## config.mk

```make
export PLATFORM = sky130hd
export DESIGN_NAME = source_text_tokenizer
export DESIGN_NICKNAME = d
export VERILOG_FILES = /design/src/rtl/stt_pkg.sv /design/src/rtl/source_text_tokenizer.sv /design/src/rtl/stt_position.sv /design/src/rtl/stt_lexer.sv /design/src/rtl/stt_rec_fifo.sv
export SDC_FILE = /design/constraint.sdc
export NUM_CORES = 1
export LEC_CHECK = 0
export BUFFER_PORTS_ARGS = -buffer_cell sky130_fd_sc_hd__buf_4
export CAP_MARGIN = 20
export CORE_MARGIN = 3
export CORE_UTILIZATION = 50
export CTS_CLUSTER_DIAMETER = 80
export CTS_CLUSTER_SIZE = 24
export DETAILED_ROUTE_END_ITERATION = 16
export PLACE_DENSITY = 0.63
export SLEW_MARGIN = 20
export SYNTH_ARGS = -nofsm -noshare
export SYNTH_HDL_FRONTEND = slang
export SYNTH_SLANG_ARGS = --single-unit
```

## constraint.sdc

```tcl
create_clock -name clock -period 8.1 [get_ports clock]
set_clock_uncertainty 0.1 [all_clocks]
set_input_delay 1.215 -clock clock [delete_from_list [all_inputs] [get_ports clock]]
set_output_delay 1.215 -clock clock [all_outputs]
set_load 0.01 [all_outputs]
```

## src/rtl/stt_pkg.sv

```systemverilog
// Shared types, constants and byte classification for the source text tokenizer.
package stt_pkg;

   localparam int BYTE_BITS       = 8;
   localparam int KIND_BITS       = 5;
   localparam int OUT_OFFSET_BITS = 24;
   localparam int LINE_BITS       = 20;
   localparam int COL_BITS        = 16;
   localparam int REC_QUEUE_DEPTH = 4;

   localparam logic [LINE_BITS-1:0] LINE_MAX = '1;
   localparam logic [COL_BITS-1:0]  COL_MAX  = '1;

   localparam logic [BYTE_BITS-1:0] CHR_NL     = 8'h0A;
   localparam logic [BYTE_BITS-1:0] CHR_TAB    = 8'h09;
   localparam logic [BYTE_BITS-1:0] CHR_SPACE  = 8'h20;
   localparam logic [BYTE_BITS-1:0] CHR_HIGH   = 8'h80;
   localparam logic [BYTE_BITS-1:0] CHR_SEMI   = 8'h3B;
   localparam logic [BYTE_BITS-1:0] CHR_MINUS  = 8'h2D;
   localparam logic [BYTE_BITS-1:0] CHR_LT     = 8'h3C;
   localparam logic [BYTE_BITS-1:0] CHR_GT     = 8'h3E;
   localparam logic [BYTE_BITS-1:0] CHR_UNDER  = 8'h5F;
   localparam logic [BYTE_BITS-1:0] CHR_0      = 8'h30;
   localparam logic [BYTE_BITS-1:0] CHR_9      = 8'h39;
   localparam logic [BYTE_BITS-1:0] CHR_UPPA   = 8'h41;
   localparam logic [BYTE_BITS-1:0] CHR_UPPZ   = 8'h5A;
   localparam logic [BYTE_BITS-1:0] CHR_LPAREN = 8'h28;
   localparam logic [BYTE_BITS-1:0] CHR_RPAREN = 8'h29;
   localparam logic [BYTE_BITS-1:0] CHR_LBRACK = 8'h5B;
   localparam logic [BYTE_BITS-1:0] CHR_RBRACK = 8'h5D;
   localparam logic [BYTE_BITS-1:0] CHR_LBRACE = 8'h7B;
   localparam logic [BYTE_BITS-1:0] CHR_RBRACE = 8'h7D;
   localparam logic [BYTE_BITS-1:0] CHR_QUERY  = 8'h3F;
   localparam logic [BYTE_BITS-1:0] CHR_COLON  = 8'h3A;
   localparam logic [BYTE_BITS-1:0] CHR_EQUALS = 8'h3D;
   localparam logic [BYTE_BITS-1:0] CHR_AMP    = 8'h26;
   localparam logic [BYTE_BITS-1:0] CHR_BAR    = 8'h7C;
   localparam logic [BYTE_BITS-1:0] CHR_BANG   = 8'h21;
   localparam logic [BYTE_BITS-1:0] CHR_DOT    = 8'h2E;
   localparam logic [BYTE_BITS-1:0] CHR_COMMA  = 8'h2C;

   typedef enum logic [KIND_BITS-1:0] {
      KIND_LPAREN = 5'd0,
      KIND_LBRACKET,
      KIND_LBRACE,
      KIND_RPAREN,
      KIND_RBRACKET,
      KIND_RBRACE,
      KIND_QUERY,
      KIND_COLON,
      KIND_EQUALS,
      KIND_AMP,
      KIND_BAR,
      KIND_BANG,
      KIND_SEMI,
      KIND_COMMENT,
      KIND_DOT,
      KIND_COMMA,
      KIND_ARROW,
      KIND_CONJ,
      KIND_TYPE_ID,
      KIND_ID,
      KIND_NUMBER
   } kind_type;

   typedef enum logic [2:0] {
      MODE_IDLE,
      MODE_ID,
      MODE_TYPE_ID,
      MODE_NUMBER,
      MODE_COMMENT
   } mode_type;

   typedef struct packed {
      logic [BYTE_BITS-1:0] text_byte;
      logic                 final_byte;
   } in_type;

   typedef struct packed {
      logic [KIND_BITS-1:0]       token_kind;
      logic [OUT_OFFSET_BITS-1:0] start_offset;
      logic [LINE_BITS-1:0]       start_line;
      logic [COL_BITS-1:0]        start_column;
      logic                       run_end;
   } out_type;

   typedef struct packed {
      logic [LINE_BITS-1:0] line;
      logic [COL_BITS-1:0]  column;
   } pos_type;

   // records raised by one item, in order; count is 0, 1 or 2
   typedef struct packed {
      logic [1:0] count;
      out_type    first;
      out_type    second;
   } emit_type;

   typedef struct packed {
      logic     hit;
      kind_type kind;
   } single_type;

   function automatic single_type single_kind(input logic [BYTE_BITS-1:0] b);
      single_type r;
      r.hit  = 1'b1;
      r.kind = KIND_LPAREN;
      case (b)
         CHR_LPAREN: r.kind = KIND_LPAREN;
         CHR_LBRACK: r.kind = KIND_LBRACKET;
         CHR_LBRACE: r.kind = KIND_LBRACE;
         CHR_RPAREN: r.kind = KIND_RPAREN;
         CHR_RBRACK: r.kind = KIND_RBRACKET;
         CHR_RBRACE: r.kind = KIND_RBRACE;
         CHR_QUERY:  r.kind = KIND_QUERY;
         CHR_COLON:  r.kind = KIND_COLON;
         CHR_EQUALS: r.kind = KIND_EQUALS;
         CHR_AMP:    r.kind = KIND_AMP;
         CHR_BAR:    r.kind = KIND_BAR;
         CHR_BANG:   r.kind = KIND_BANG;
         CHR_DOT:    r.kind = KIND_DOT;
         CHR_COMMA:  r.kind = KIND_COMMA;
         default:    r.hit  = 1'b0;
      endcase
      return r;
   endfunction

   function automatic logic is_delim(input logic [BYTE_BITS-1:0] b);
      logic d;
      d = (b <= CHR_SPACE) || (b >= CHR_HIGH) ||
          (b inside {CHR_LPAREN, CHR_RPAREN, CHR_LBRACK, CHR_RBRACK, CHR_LBRACE,
                     CHR_RBRACE, CHR_COLON, CHR_SEMI, CHR_DOT, CHR_COMMA, CHR_QUERY});
      return d;
   endfunction

endpackage

```

## src/rtl/source_text_tokenizer.sv

```systemverilog
// Source text tokenizer top level: byte in, token-start records out.
//
// Takes one byte of source text per cycle and returns a record (kind, offset,
// line, column) for each token start; a byte raises zero, one or two records,
// and run_end marks the last record of each byte. Scanning is a single
// registered pass: the byte meets the scan state and the position counters
// combinationally and its records go into a four-entry queue, so a byte is taken
// every cycle while the queue has room for two records. The queue drains one
// record per cycle while rsp_ready is high, so the sustained rate is one byte
// per cycle as long as the text averages at most one token start per byte. A
// lookahead byte for "->", "<>" and ";;" is resolved by the next byte or by
// final_byte.
module source_text_tokenizer #(
   parameter int OFFSET_BITS = 24,
   parameter int TAB_STOP    = 4
) (
   input  logic             clock,
   input  logic             reset,
   input  logic             req_valid,
   output logic             req_ready,
   input  stt_pkg::in_type  req_data,
   output logic             rsp_valid,
   input  logic             rsp_ready,
   output stt_pkg::out_type rsp_data
);
   import stt_pkg::*;

   logic                   step;
   logic [OFFSET_BITS-1:0] offset;
   pos_type                pos;
   emit_type               emit;

   assign step = req_valid && req_ready;

   stt_position #(
      .OFFSET_BITS(OFFSET_BITS),
      .TAB_STOP   (TAB_STOP)
   ) u_position (
      .clock    (clock),
      .reset    (reset),
      .step     (step),
      .text_byte(req_data.text_byte),
      .offset   (offset),
      .pos      (pos)
   );

   stt_lexer #(
      .OFFSET_BITS(OFFSET_BITS)
   ) u_lexer (
      .clock (clock),
      .reset (reset),
      .step  (step),
      .item  (req_data),
      .offset(offset),
      .pos   (pos),
      .emit  (emit)
   );

   stt_rec_fifo u_fifo (
      .clock     (clock),
      .reset     (reset),
      .push      (step),
      .emit      (emit),
      .pop       (rsp_valid && rsp_ready),
      .space_ok  (req_ready),
      .head_valid(rsp_valid),
      .head      (rsp_data)
   );

endmodule

```

## src/rtl/stt_position.sv

```systemverilog
// Byte offset, line and column counters with tab stops and saturation.
module stt_position #(
   parameter int OFFSET_BITS = 24,
   parameter int TAB_STOP    = 4
) (
   input  logic                          clock,
   input  logic                          reset,
   input  logic                          step,
   input  logic [stt_pkg::BYTE_BITS-1:0] text_byte,
   output logic [OFFSET_BITS-1:0]        offset,
   output stt_pkg::pos_type              pos
);
   import stt_pkg::*;

   localparam int MOD_BITS    = $clog2(TAB_STOP);
   localparam int COL_MAX_MOD = int'(COL_MAX) % TAB_STOP;

   logic [OFFSET_BITS-1:0] offset_ff, offset_in;
   logic [LINE_BITS-1:0]   line_ff, line_in;
   logic [COL_BITS-1:0]    col_ff, col_in;
   logic [MOD_BITS-1:0]    mod_ff, mod_in;   // column modulo the tab stop
   logic [COL_BITS:0]      col_inc, tab_target;

   assign col_inc    = {1'b0, col_ff} + (COL_BITS+1)'(1);
   assign tab_target = {1'b0, col_ff} - (COL_BITS+1)'(mod_ff) + (COL_BITS+1)'(TAB_STOP)
                       + (COL_BITS+1)'(1);

   always_comb begin
      offset_in = offset_ff + OFFSET_BITS'(1);
      line_in   = line_ff;
      col_in    = col_ff;
      mod_in    = mod_ff;
      if (text_byte == CHR_NL) begin
         if (line_ff != LINE_MAX) line_in = line_ff + LINE_BITS'(1);
         col_in = COL_BITS'(1);
         mod_in = MOD_BITS'(1);
      end else if (text_byte == CHR_TAB) begin
         if (tab_target > {1'b0, COL_MAX}) begin
            col_in = COL_MAX;
            mod_in = MOD_BITS'(COL_MAX_MOD);
         end else begin
            col_in = tab_target[COL_BITS-1:0];
            mod_in = MOD_BITS'(1);
         end
      end else begin
         if (col_inc > {1'b0, COL_MAX}) begin
            col_in = COL_MAX;
            mod_in = MOD_BITS'(COL_MAX_MOD);
         end else begin
            col_in = col_inc[COL_BITS-1:0];
            mod_in = (mod_ff == MOD_BITS'(TAB_STOP - 1)) ? '0 : mod_ff + MOD_BITS'(1);
         end
      end
   end

   always_ff @(posedge clock) begin
      if (reset) begin
         offset_ff <= '0;
         line_ff   <= LINE_BITS'(1);
         col_ff    <= COL_BITS'(1);
         mod_ff    <= MOD_BITS'(1);
      end else if (step) begin
         offset_ff <= offset_in;
         line_ff   <= line_in;
         col_ff    <= col_in;
         mod_ff    <= mod_in;
      end
   end

   assign offset     = offset_ff;
   assign pos.line   = line_ff;
   assign pos.column = col_ff;

endmodule

```

## src/rtl/stt_lexer.sv

```systemverilog
// Scan mode, one-byte lookahead and token record generation.
module stt_lexer #(
   parameter int OFFSET_BITS = 24
) (
   input  logic                   clock,
   input  logic                   reset,
   input  logic                   step,
   input  stt_pkg::in_type        item,
   input  logic [OFFSET_BITS-1:0] offset,
   input  stt_pkg::pos_type       pos,
   output stt_pkg::emit_type      emit
);
   import stt_pkg::*;

   mode_type             mode_ff, mode_in, mode_a;
   logic                 held_valid_ff, held_valid_in;
   logic [BYTE_BITS-1:0] held_byte_ff;
   logic [LINE_BITS-1:0] held_line_ff;
   logic [COL_BITS-1:0]  held_col_ff;

   logic [BYTE_BITS-1:0]   b;
   logic [OFFSET_BITS-1:0] hoff;
   logic [31:0]            off_wide, hoff_wide;
   logic                   a_valid, b_valid, consumed, lex;
   kind_type               a_kind, b_kind;
   single_type             sk;
   out_type                rec_a, rec_b;

   assign b         = item.text_byte;
   assign hoff      = offset - OFFSET_BITS'(1);
   assign off_wide  = 32'(offset);
   assign hoff_wide = 32'(hoff);
   assign sk        = single_kind(b);

   always_comb begin
      a_valid       = 1'b0;
      a_kind        = KIND_ID;
      consumed      = 1'b0;
      mode_a        = mode_ff;
      b_valid       = 1'b0;
      b_kind        = KIND_ID;
      held_valid_in = 1'b0;
      lex           = 1'b0;

      if (held_valid_ff) begin
         a_valid = 1'b1;
         if (held_byte_ff == CHR_SEMI && b == CHR_SEMI) begin
            a_kind   = KIND_COMMENT;
            mode_a   = MODE_COMMENT;
            consumed = 1'b1;
         end else if (held_byte_ff == CHR_MINUS && b == CHR_GT) begin
            a_kind   = KIND_ARROW;
            mode_a   = MODE_IDLE;
            consumed = 1'b1;
         end else if (held_byte_ff == CHR_LT && b == CHR_GT) begin
            a_kind   = KIND_CONJ;
            mode_a   = MODE_IDLE;
            consumed = 1'b1;
         end else if (held_byte_ff == CHR_SEMI) begin
            a_kind = KIND_SEMI;
            mode_a = MODE_IDLE;
         end else begin
            a_kind = KIND_ID;
            mode_a = MODE_ID;
         end
      end

      mode_in = mode_a;
      if (!consumed) begin
         case (mode_a)
            MODE_COMMENT: begin
               if (b == CHR_NL) mode_in = MODE_IDLE;
            end
            MODE_ID, MODE_TYPE_ID: lex = is_delim(b);
            MODE_NUMBER:           lex = !((b inside {[CHR_0:CHR_9]}) || b == CHR_UNDER);
            default:               lex = 1'b1;
         endcase
         if (lex) begin
            mode_in = MODE_IDLE;
            if (sk.hit) begin
               b_valid = 1'b1;
               b_kind  = sk.kind;
            end else if (b inside {CHR_SEMI, CHR_MINUS, CHR_LT}) begin
               held_valid_in = 1'b1;
            end else if (b inside {[CHR_UPPA:CHR_UPPZ]}) begin
               b_valid = 1'b1;
               b_kind  = KIND_TYPE_ID;
               mode_in = MODE_TYPE_ID;
            end else if (b inside {[CHR_0:CHR_9]}) begin
               b_valid = 1'b1;
               b_kind  = KIND_NUMBER;
               mode_in = MODE_NUMBER;
            end else if (b > CHR_SPACE && b < CHR_HIGH) begin
               b_valid = 1'b1;
               b_kind  = KIND_ID;
               mode_in = MODE_ID;
            end
         end
      end

      // last byte of the text: a fresh lookahead resolves as a lone byte
      if (item.final_byte) begin
         if (held_valid_in) begin
            b_valid = 1'b1;
            b_kind  = (b == CHR_SEMI) ? KIND_SEMI : KIND_ID;
         end
         held_valid_in = 1'b0;
         mode_in       = MODE_IDLE;
      end
   end

   always_comb begin
      rec_a.token_kind   = a_kind;
      rec_a.start_offset = hoff_wide[OUT_OFFSET_BITS-1:0];
      rec_a.start_line   = held_line_ff;
      rec_a.start_column = held_col_ff;
      rec_a.run_end      = !b_valid;
      rec_b.token_kind   = b_kind;
      rec_b.start_offset = off_wide[OUT_OFFSET_BITS-1:0];
      rec_b.start_line   = pos.line;
      rec_b.start_column = pos.column;
      rec_b.run_end      = 1'b1;
      emit.count         = {1'b0, a_valid} + {1'b0, b_valid};
      emit.first         = a_valid ? rec_a : rec_b;
      emit.second        = rec_b;
   end

   always_ff @(posedge clock) begin
      if (reset) begin
         mode_ff       <= MODE_IDLE;
         held_valid_ff <= 1'b0;
         held_byte_ff  <= '0;
         held_line_ff  <= LINE_BITS'(1);
         held_col_ff   <= COL_BITS'(1);
      end else if (step) begin
         mode_ff       <= mode_in;
         held_valid_ff <= held_valid_in;
         if (held_valid_in) begin
            held_byte_ff <= b;
            held_line_ff <= pos.line;
            held_col_ff  <= pos.column;
         end
      end
   end

endmodule

```

## src/rtl/stt_rec_fifo.sv

```systemverilog
// Small record queue taking up to two records a cycle and giving one.
module stt_rec_fifo (
   input  logic              clock,
   input  logic              reset,
   input  logic              push,
   input  stt_pkg::emit_type emit,
   input  logic              pop,
   output logic              space_ok,
   output logic              head_valid,
   output stt_pkg::out_type  head
);
   import stt_pkg::*;

   localparam int PTR_BITS = $clog2(REC_QUEUE_DEPTH);
   localparam int CNT_BITS = $clog2(REC_QUEUE_DEPTH + 1);

   out_type             mem_ff [REC_QUEUE_DEPTH];
   logic [PTR_BITS-1:0] wr_ptr_ff, wr_ptr_in, rd_ptr_ff, rd_ptr_in, wr_ptr_next;
   logic [CNT_BITS-1:0] count_ff, count_in, push_n;

   assign push_n      = push ? CNT_BITS'(emit.count) : '0;
   assign wr_ptr_next = wr_ptr_ff + PTR_BITS'(1);
   assign wr_ptr_in   = wr_ptr_ff + PTR_BITS'(push_n);
   assign rd_ptr_in   = rd_ptr_ff + PTR_BITS'(pop);
   assign count_in    = count_ff + push_n - CNT_BITS'(pop);

   always_ff @(posedge clock) begin
      if (reset) begin
         wr_ptr_ff <= '0;
         rd_ptr_ff <= '0;
         count_ff  <= '0;
      end else begin
         wr_ptr_ff <= wr_ptr_in;
         rd_ptr_ff <= rd_ptr_in;
         count_ff  <= count_in;
      end
   end

   always_ff @(posedge clock) begin
      if (push && emit.count != 2'd0) mem_ff[wr_ptr_ff]   <= emit.first;
      if (push && emit.count == 2'd2) mem_ff[wr_ptr_next] <= emit.second;
   end

   assign space_ok   = count_ff <= CNT_BITS'(REC_QUEUE_DEPTH - 2);
   assign head_valid = count_ff != '0;
   assign head       = mem_ff[rd_ptr_ff];

endmodule
```

==> impl_metrics.py, run 1 <==
metrics = {
    "setup_path": {
        "crit_required_ps": 8280,
        "crit_slowest_cell": "or3_1",
        "slowest_delay_ps": 640,
        "r2r_slack_ps": 3560,
        "setup.worst_path.end_class": "flip-flop",
        "cp_max_fo": 47,
        "path_cells": "buf_4 > nand3b_1 > nor4_1 > or4_1 > or4_4 > o311a_2 > and2_1 > ha_1 > nand2_1 > or3_1 > nand2_4 > buf_16",
        "worstPathArrival_ps": 5220,
        "startpoint_type": "input port",
        "critical_path_class": "in -> reg",
    },
    "cts": {
        "cts_max_level": 1,
        "cts_setup_buffers": 0,
        "cts_buffer_depth": 3,
        "insertion_delay_ps": 560,
        "cts_buffers": 24,
        "cts.sinks": 381,
        "clk_transition_reported_paths_ps": 90,
        "cts_hold_buf": 0,
        "root_buffer": "clkbuf_16",
        "post_cts_resized": 0,
        "tritoncts": "done",
    },
    "global_routing": {
        "grt.total_usage": 0.254,
        "grt_overflow_total": 0,
        "grt_first_pass_wirelength_um": 88000,
        "first_global_vias": 15300,
        "antenna_found_initial": 0,
        "grt_max_degree": 70,
    },
    "finish": {
        "area_delta_synth_final_pct": 8.91,
        "stdcell_count": 2454,
        "postLayoutCoreUtil": 0.554,
        "drive_gt1_frac": 0.138,
        "nNetsFinal": 1969,
        "finalInstanceArea_um2": 22100,
        "diodes": 0,
    },
    "logic_synthesis": {
        "yosys.area.top_type": "edfxtp_1",
        "synthCells": 1944,
        "synth_edf_count": 260,
        "ys_warn_count": 0,
        "synth_top_family_by_area": "compound AO/OA/AOI/OAI gates",
        "synthFlopType": "edfxtp_1",
        "syn_nets": 2001,
        "synth_compound_area_frac": 0.183,
        "synth_most_common_cell": "edfxtp_1",
        "synth_xor_area_frac": 0.0242,
        "ys_seq_area_frac": 0.504,
        "synthSimpleGateAreaFrac": 0.144,
        "synthArstFlopShare": 0,
        "muxShareOfSynthArea": 0.0748,
        "synth.area.top_cells": "edfxtp_1, dfxtp_1, mux4_2",
        "ys_ff_latch": 381,
        "synth_common_cells": "edfxtp_1, o21ai_0, nand2_1",
        "synth.distinct_cells": 86,
        "synthAdderAreaFrac": 0.0278,
        "syn_avg_cell_area_um2": 10.4,
        "netlist_area_um2": 20300,
        "yosysTopAreaCellShare": 0.384,
    },
    "timing": {
        "rsz0062_at_grt": "false",
        "period_needed_ps": 5040,
        "slew-limit-headroom": 0.249,
        "setup_violations": 0,
        "fin_tns_setup_ps": 0,
        "min_period_over_period": 0.623,
        "maxSlewViolCount": 0,
        "worst_pin_slew_ps": 1120,
        "finalHoldViolCount": 0,
        "max_freq_ghz": 0.198,
    },
    "placement": {
        "gp_congestion": 0.895,
        "portBuffers": 80,
        "place_hpwl_um": 34300,
        "placed_area_um2": 21200,
        "placedCellCount": 2408,
    },
    "routing": {
        "wirelength_um": 56300,
        "num_vias": 16000,
        "dr.pass1.iters": 5,
        "wl_per_cell_um": 22.9,
        "viasPerCell": 6.52,
        "route.detailed.drc": 0,
        "antenna_left": 0,
        "dr.first_iter.drc_count": 1575,
    },
    "power": {
        "finalPower_mw": 4.48,
        "cellLeakagePower_nw": 7.28,
        "p_per_area_nw_per_um2": 202,
        "peakVddDrop_mv": 0.159,
    },
    "floorplanning": {
        "ios": 81,
        "initial_core_util": 0.509,
        "fp.coreArea_um2": 39900,
        "die_x_um": 208,
        "die_h_um": 208,
        "dieArea_um2": 43100,
        "rows": 73,
    },
    "status": {
        "status": "completed",
    },
    "min_path": {
        "hold_path_class": "reg -> reg",
    },
    "run": {
        "drv_cap": 0,
    },
}
## final timing paths
kind / to / from / cells past startpoint
max: u_fifo.mem_ff[1][23]$_DFFE_PP_ / req_data[7] / 12
max reg2reg: u_fifo.mem_ff[1][23]$_DFFE_PP_ / u_lexer.held_valid_ff$_SDFFE_PP0P_ / 11
min reg2reg: u_lexer.held_byte_ff[3]$_SDFFE_PP0P_ / u_lexer.held_byte_ff[3]$_SDFFE_PP0P_ / 2
min: u_lexer.held_byte_ff[3]$_SDFFE_PP0P_ / u_lexer.held_byte_ff[3]$_SDFFE_PP0P_ / 2
## placed cells by master, fill, tap and decap left out, types with 8 or more instances in the layout
master	count
clkbuf_16	25
nor2b_1	14
a21oi_1	109
xnor2_1	33
xor2_1	23
nor3_1	34
edfxtp_1	260
o31ai_1	35
buf_4	109
nand3b_1	8
o211ai_1	9
and4_1	9
ha_1	42
mux4_2	66
nand2b_1	11
dfxtp_1	119
nand3_1	71
nor2_1	84
inv_1	44
a31oi_1	27
or2_2	8
nand2_1	205
nor4_1	10
o22ai_1	29
or3_1	32
nand4_1	22
and2_1	10
o21ai_0	224
and3_1	20
a211oi_1	8
a22o_1	81
## registers in the layout, indices dropped and copies added, names as in the netlist
| register | cells |
|---|---|
| u_position.mod_ff | 2 |
| u_position.offset | 24 |
| u_position.col_ff | 16 |
| u_lexer.mode_ff | 3 |
| u_lexer.held_byte_ff | 8 |
| u_fifo.count_ff | 3 |
| u_fifo.rd_ptr_ff | 2 |
| u_fifo.mem_ff | 264 |
| u_lexer.held_line_ff | 20 |
| u_lexer.held_col_ff | 16 |
| u_position.line_ff | 20 |
| u_fifo.wr_ptr_ff | 2 |
| u_lexer.held_valid_ff | 1 |
## stage by stage
| stage | hold WS (ps) | worst slack, ps |
|---|---|---|
| 6_report | 373 | 3060 |
| 2_1_floorplan | 329 | 1740 |
| 5_1_grt | 387 | 2870 |
| 4_1_cts | 376 | 2850 |
| 3_5_place_dp | 356 | 2250 |
| 3_3_place_gp | 340 | 2390 |
## critical path: cells and delay by family
family          cells  cell delay [ps]
fa+ha+maj           1              230
compound gates      1              420
simple gates        8             2790
buf+inv             2              510
## logic make-up after synthesis
| family | Yosys count |
|---|---|
| AO/OA/AOI/OAI | 593 |
| multiplexers | 69 |
| XOR/XNOR | 56 |
| buffers and inverters | 216 |
| adder cells (fa/ha/maj) | 44 |
| AND/OR/NAND/NOR | 585 |
| flip-flops | 381 |
## cell type report
cell class / instances / area (um^2)
clock buffers: 31 / 648
clock inverters: 12 / 155
fillers: 3424 / 17800
inverters: 45 / 169
multi-input cells: 1347 / 9340
flip-flops and latches: 381 / 10200
well taps: 525 / 657
repair buffers: 113 / 913
## power breakdown
group          total [mW]  switching [mW]  internal (mW)
Sequential           2.22          0.0965           2.12
Clock                1.33           0.725          0.604
Combinational       0.929           0.476          0.454
## per-layer routing
metal,up-vias,wire length (um),global-route usage
met4,0,1400,0.0700
li1,7302,-,-
met3,101,4490,0.0310
met2,714,25900,0.403
met5,-,0,0
met1,7876,24500,0.371
(Power assumes the default switching activity.)
==> inputs of run 2 (changes only) <==
--- a/config.mk
+++ b/config.mk
@@ -5,6 +5,7 @@
 export SDC_FILE = /design/constraint.sdc
 export NUM_CORES = 1
 export LEC_CHECK = 0
+export ABC_AREA = 1
 export BUFFER_PORTS_ARGS = -buffer_cell sky130_fd_sc_hd__buf_4
 export CAP_MARGIN = 20
 export CORE_MARGIN = 3
@@ -12,7 +13,7 @@
 export CTS_CLUSTER_DIAMETER = 80
 export CTS_CLUSTER_SIZE = 24
 export DETAILED_ROUTE_END_ITERATION = 16
-export PLACE_DENSITY = 0.63
+export PLACE_DENSITY = 0.65
 export SLEW_MARGIN = 20
 export SYNTH_ARGS = -nofsm -noshare
 export SYNTH_HDL_FRONTEND = slang
==> constraint.sdc (replaced) <==
create_clock -name clock -period 4.5 [get_ports clock]
set_clock_uncertainty 0.1 [all_clocks]
set_input_delay 0.675 -clock clock [delete_from_list [all_inputs] [get_ports clock]]
set_output_delay 0.675 -clock clock [all_outputs]
set_load 0.01 [all_outputs]
==> run 2 against run 1 <==
- critical path depth grew 9
- setup slack worse by 2300 ps
- die area up 0.82%
- critical path type is now reg -> reg
- largest power group unchanged
- highest routed layer is now met5
==> impl_metrics.py, run 2 <==
metrics = {
    "cts": {
        "tritoncts": "done",
        "cts_buffers": 23,
        "cts.sinks": 381,
        "root_buffer": "clkbuf_16",
        "clk_transition_reported_paths_ps": 90,
        "cts_hold_buf": 0,
        "insertion_delay_ps": 550,
        "post_cts_resized": 0,
        "cts_max_level": 1,
        "cts_setup_buffers": 0,
        "cts_buffer_depth": 3,
    },
    "logic_synthesis": {
        "synthArstFlopShare": 0,
        "synthAdderAreaFrac": 0.0276,
        "synth.area.top_cells": "edfxtp_1, dfxtp_1, nand2_1",
        "synthSimpleGateAreaFrac": 0.206,
        "synthFlopType": "edfxtp_1",
        "synth_common_cells": "nand2_1, nor2_1, o21ai_0",
        "synth.distinct_cells": 43,
        "ys_ff_latch": 381,
        "syn_avg_cell_area_um2": 8.04,
        "synth_most_common_cell": "nand2_1",
        "muxShareOfSynthArea": 0,
        "ys_seq_area_frac": 0.500,
        "synth_edf_count": 260,
        "synth_xor_area_frac": 0.0218,
        "synth_compound_area_frac": 0.165,
        "netlist_area_um2": 20500,
        "synthCells": 2547,
        "synth_top_family_by_area": "simple AND/OR/NAND/NOR gates",
        "ys_warn_count": 0,
        "syn_nets": 2604,
        "yosysTopAreaCellShare": 0.381,
        "yosys.area.top_type": "edfxtp_1",
    },
    "status": {
        "status": "completed",
    },
    "finish": {
        "nNetsFinal": 2606,
        "nFillCells": 3701,
        "area_delta_synth_final_pct": 9.24,
        "drive_gt1_frac": 0.0807,
        "largest_register_ffs": 264,
        "multiInputGateArea_um2": 8640,
        "diodes": 0,
        "final_cell_mix": "nand2_1, nor2_1, o21ai_0",
        "stdcell_count": 3090,
        "layout.cells.most_common": "nand2_1",
        "seqCellArea_um2": 10200,
        "largest-register": "u_fifo.mem_ff",
    },
    "floorplanning": {
        "fp.coreArea_um2": 40100,
        "rows": 73,
        "die_x_um": 208,
        "ios": 81,
        "dieArea_um2": 43400,
        "initial_core_util": 0.511,
        "die_h_um": 208,
    },
    "timing": {
        "maxSlewViolCount": 0,
        "worst_pin_slew_ps": 1020,
        "max_freq_ghz": 0.265,
        "min_period_over_period": 0.839,
        "setup_violations": 0,
        "hold_slack_ps": 309,
        "fin_tns_setup_ps": 0,
        "period_needed_ps": 3780,
        "finalHoldViolCount": 0,
        "slew-limit-headroom": 0.321,
        "rsz0062_at_grt": "false",
    },
    "routing": {
        "dr.pass1.iters": 6,
        "num_vias": 17700,
        "route.detailed.drc": 0,
        "viasPerCell": 5.74,
        "wirelength_um": 57600,
        "antenna_left": 0,
        "dr.first_iter.drc_count": 1340,
        "wl_per_cell_um": 18.6,
    },
    "min_path": {
        "hold_path_class": "in -> reg",
    },
    "global_routing": {
        "grt_max_degree": 95,
        "grt_overflow_total": 0,
        "grt.total_usage": 0.258,
        "antenna_found_initial": 1,
        "grt_first_pass_wirelength_um": 91500,
        "first_global_vias": 17100,
    },
    "run": {
        "drv_cap": 0,
    },
    "power": {
        "cellLeakagePower_nw": 8.38,
        "p_per_area_nw_per_um2": 375,
        "peakVddDrop_mv": 0.255,
    },
    "placement": {
        "place_hpwl_um": 35800,
        "placedCellCount": 3049,
        "gp_congestion": 0.889,
        "portBuffers": 80,
    },
    "setup_path": {
        "worstPathArrival_ps": 4060,
        "startpoint_type": "flip-flop",
        "critical_path_class": "reg -> reg",
        "cp_max_fo": 31,
        "setup.worst_path.end_class": "flip-flop",
        "crit_required_ps": 4790,
    },
}
run 2: cell types whose count changed after synthesis, moves of 23 or more:
cell     before  now
a21oi_1     113   75
inv_1        44  258
xnor2_1      33    6
o21ai_0     224  326
mux4_2       66    0
o22ai_1      29  189
nand2_1     209  524
nor2_1       89  336
a31oi_1      27    4
or3_1        33    0
o31ai_1      35    0
a22o_1       81    0
run 2: final timing paths:
kind	start	to	slack (ps)	cells after the start
worst min register to register	u_lexer.held_byte_ff[6]$_SDFFE_PP0P_	u_lexer.held_byte_ff[6]$_SDFFE_PP0P_	370	2
worst max register to register	u_lexer.held_byte_ff[7]$_SDFFE_PP0P_	u_fifo.mem_ff[1][40]$_DFFE_PP_	720	21
worst max-delay path	u_lexer.held_byte_ff[7]$_SDFFE_PP0P_	u_fifo.mem_ff[1][40]$_DFFE_PP_	720	21
worst min-delay path	req_data[3]	u_lexer.held_byte_ff[2]$_SDFFE_PP0P_	310	3
run 2: critical path, stage by stage, from the launching register on:
cell,delay (ps)
dfxtp_1,320
nor2_1,170
nand2_1,90
nor2_1,310
nor2_1,100
nand3_2,110
nand3_1,100
nand3_1,80
nand2_1,80
nand2_4,120
nand2_4,80
nor2_4,90
nand2_1,50
nand2_1,100
ha_1,200
inv_1,50
nor2_1,220
nand2_1,170
nor2_1,290
inv_2,310
buf_12,270
o21ai_0,190
run 2: stage by stage:
stage / power, mW / setup WS, ps / utilization / instance area [um^2]
5_1_grt: 8.75 / 396 / 0.558 / 22400
4_1_cts: 8.43 / 778 / 0.558 / 22400
2_1_floorplan: 5.18 / 21.5 / - / 20500
3_3_place_gp: 6.10 / 526 / 0.539 / 21600
3_5_place_dp: 6.14 / 385 / 0.539 / 21600
6_report: 8.39 / 724 / 0.558 / 22400
run 2: area by class of cell:
cell class | count | area share
well taps | 525 | 0.0294
inverters | 277 | 0.0467
repair buffers | 124 | 0.0466
flip-flops and latches | 381 | 0.458
multi-input cells | 1742 | 0.386
clock buffers | 30 | 0.0269
clock inverters | 11 | 0.00666
run 2: cell families after synthesis:
family,after synthesis
adder cells (fa/ha/maj),44
AO/OA/AOI/OAI,617
XOR/XNOR,51
buffers and inverters,424
flip-flops,381
AND/OR/NAND/NOR,1030
run 2: per-layer routing:
metal | track usage | wire [um]
met1 | 0.344 | 24700
met2 | 0.437 | 26800
met3 | 0.0374 | 4500
met4 | 0.0781 | 1600
met5 | 0 | 7
run 2: power breakdown:
group	internal [mW]	leakage (nW)	switching, mW
sequential	3.85	3.36	0.109
clock	1.06	0.360	1.27
combinational	0.765	4.66	1.34
total	5.68	8.38	2.72
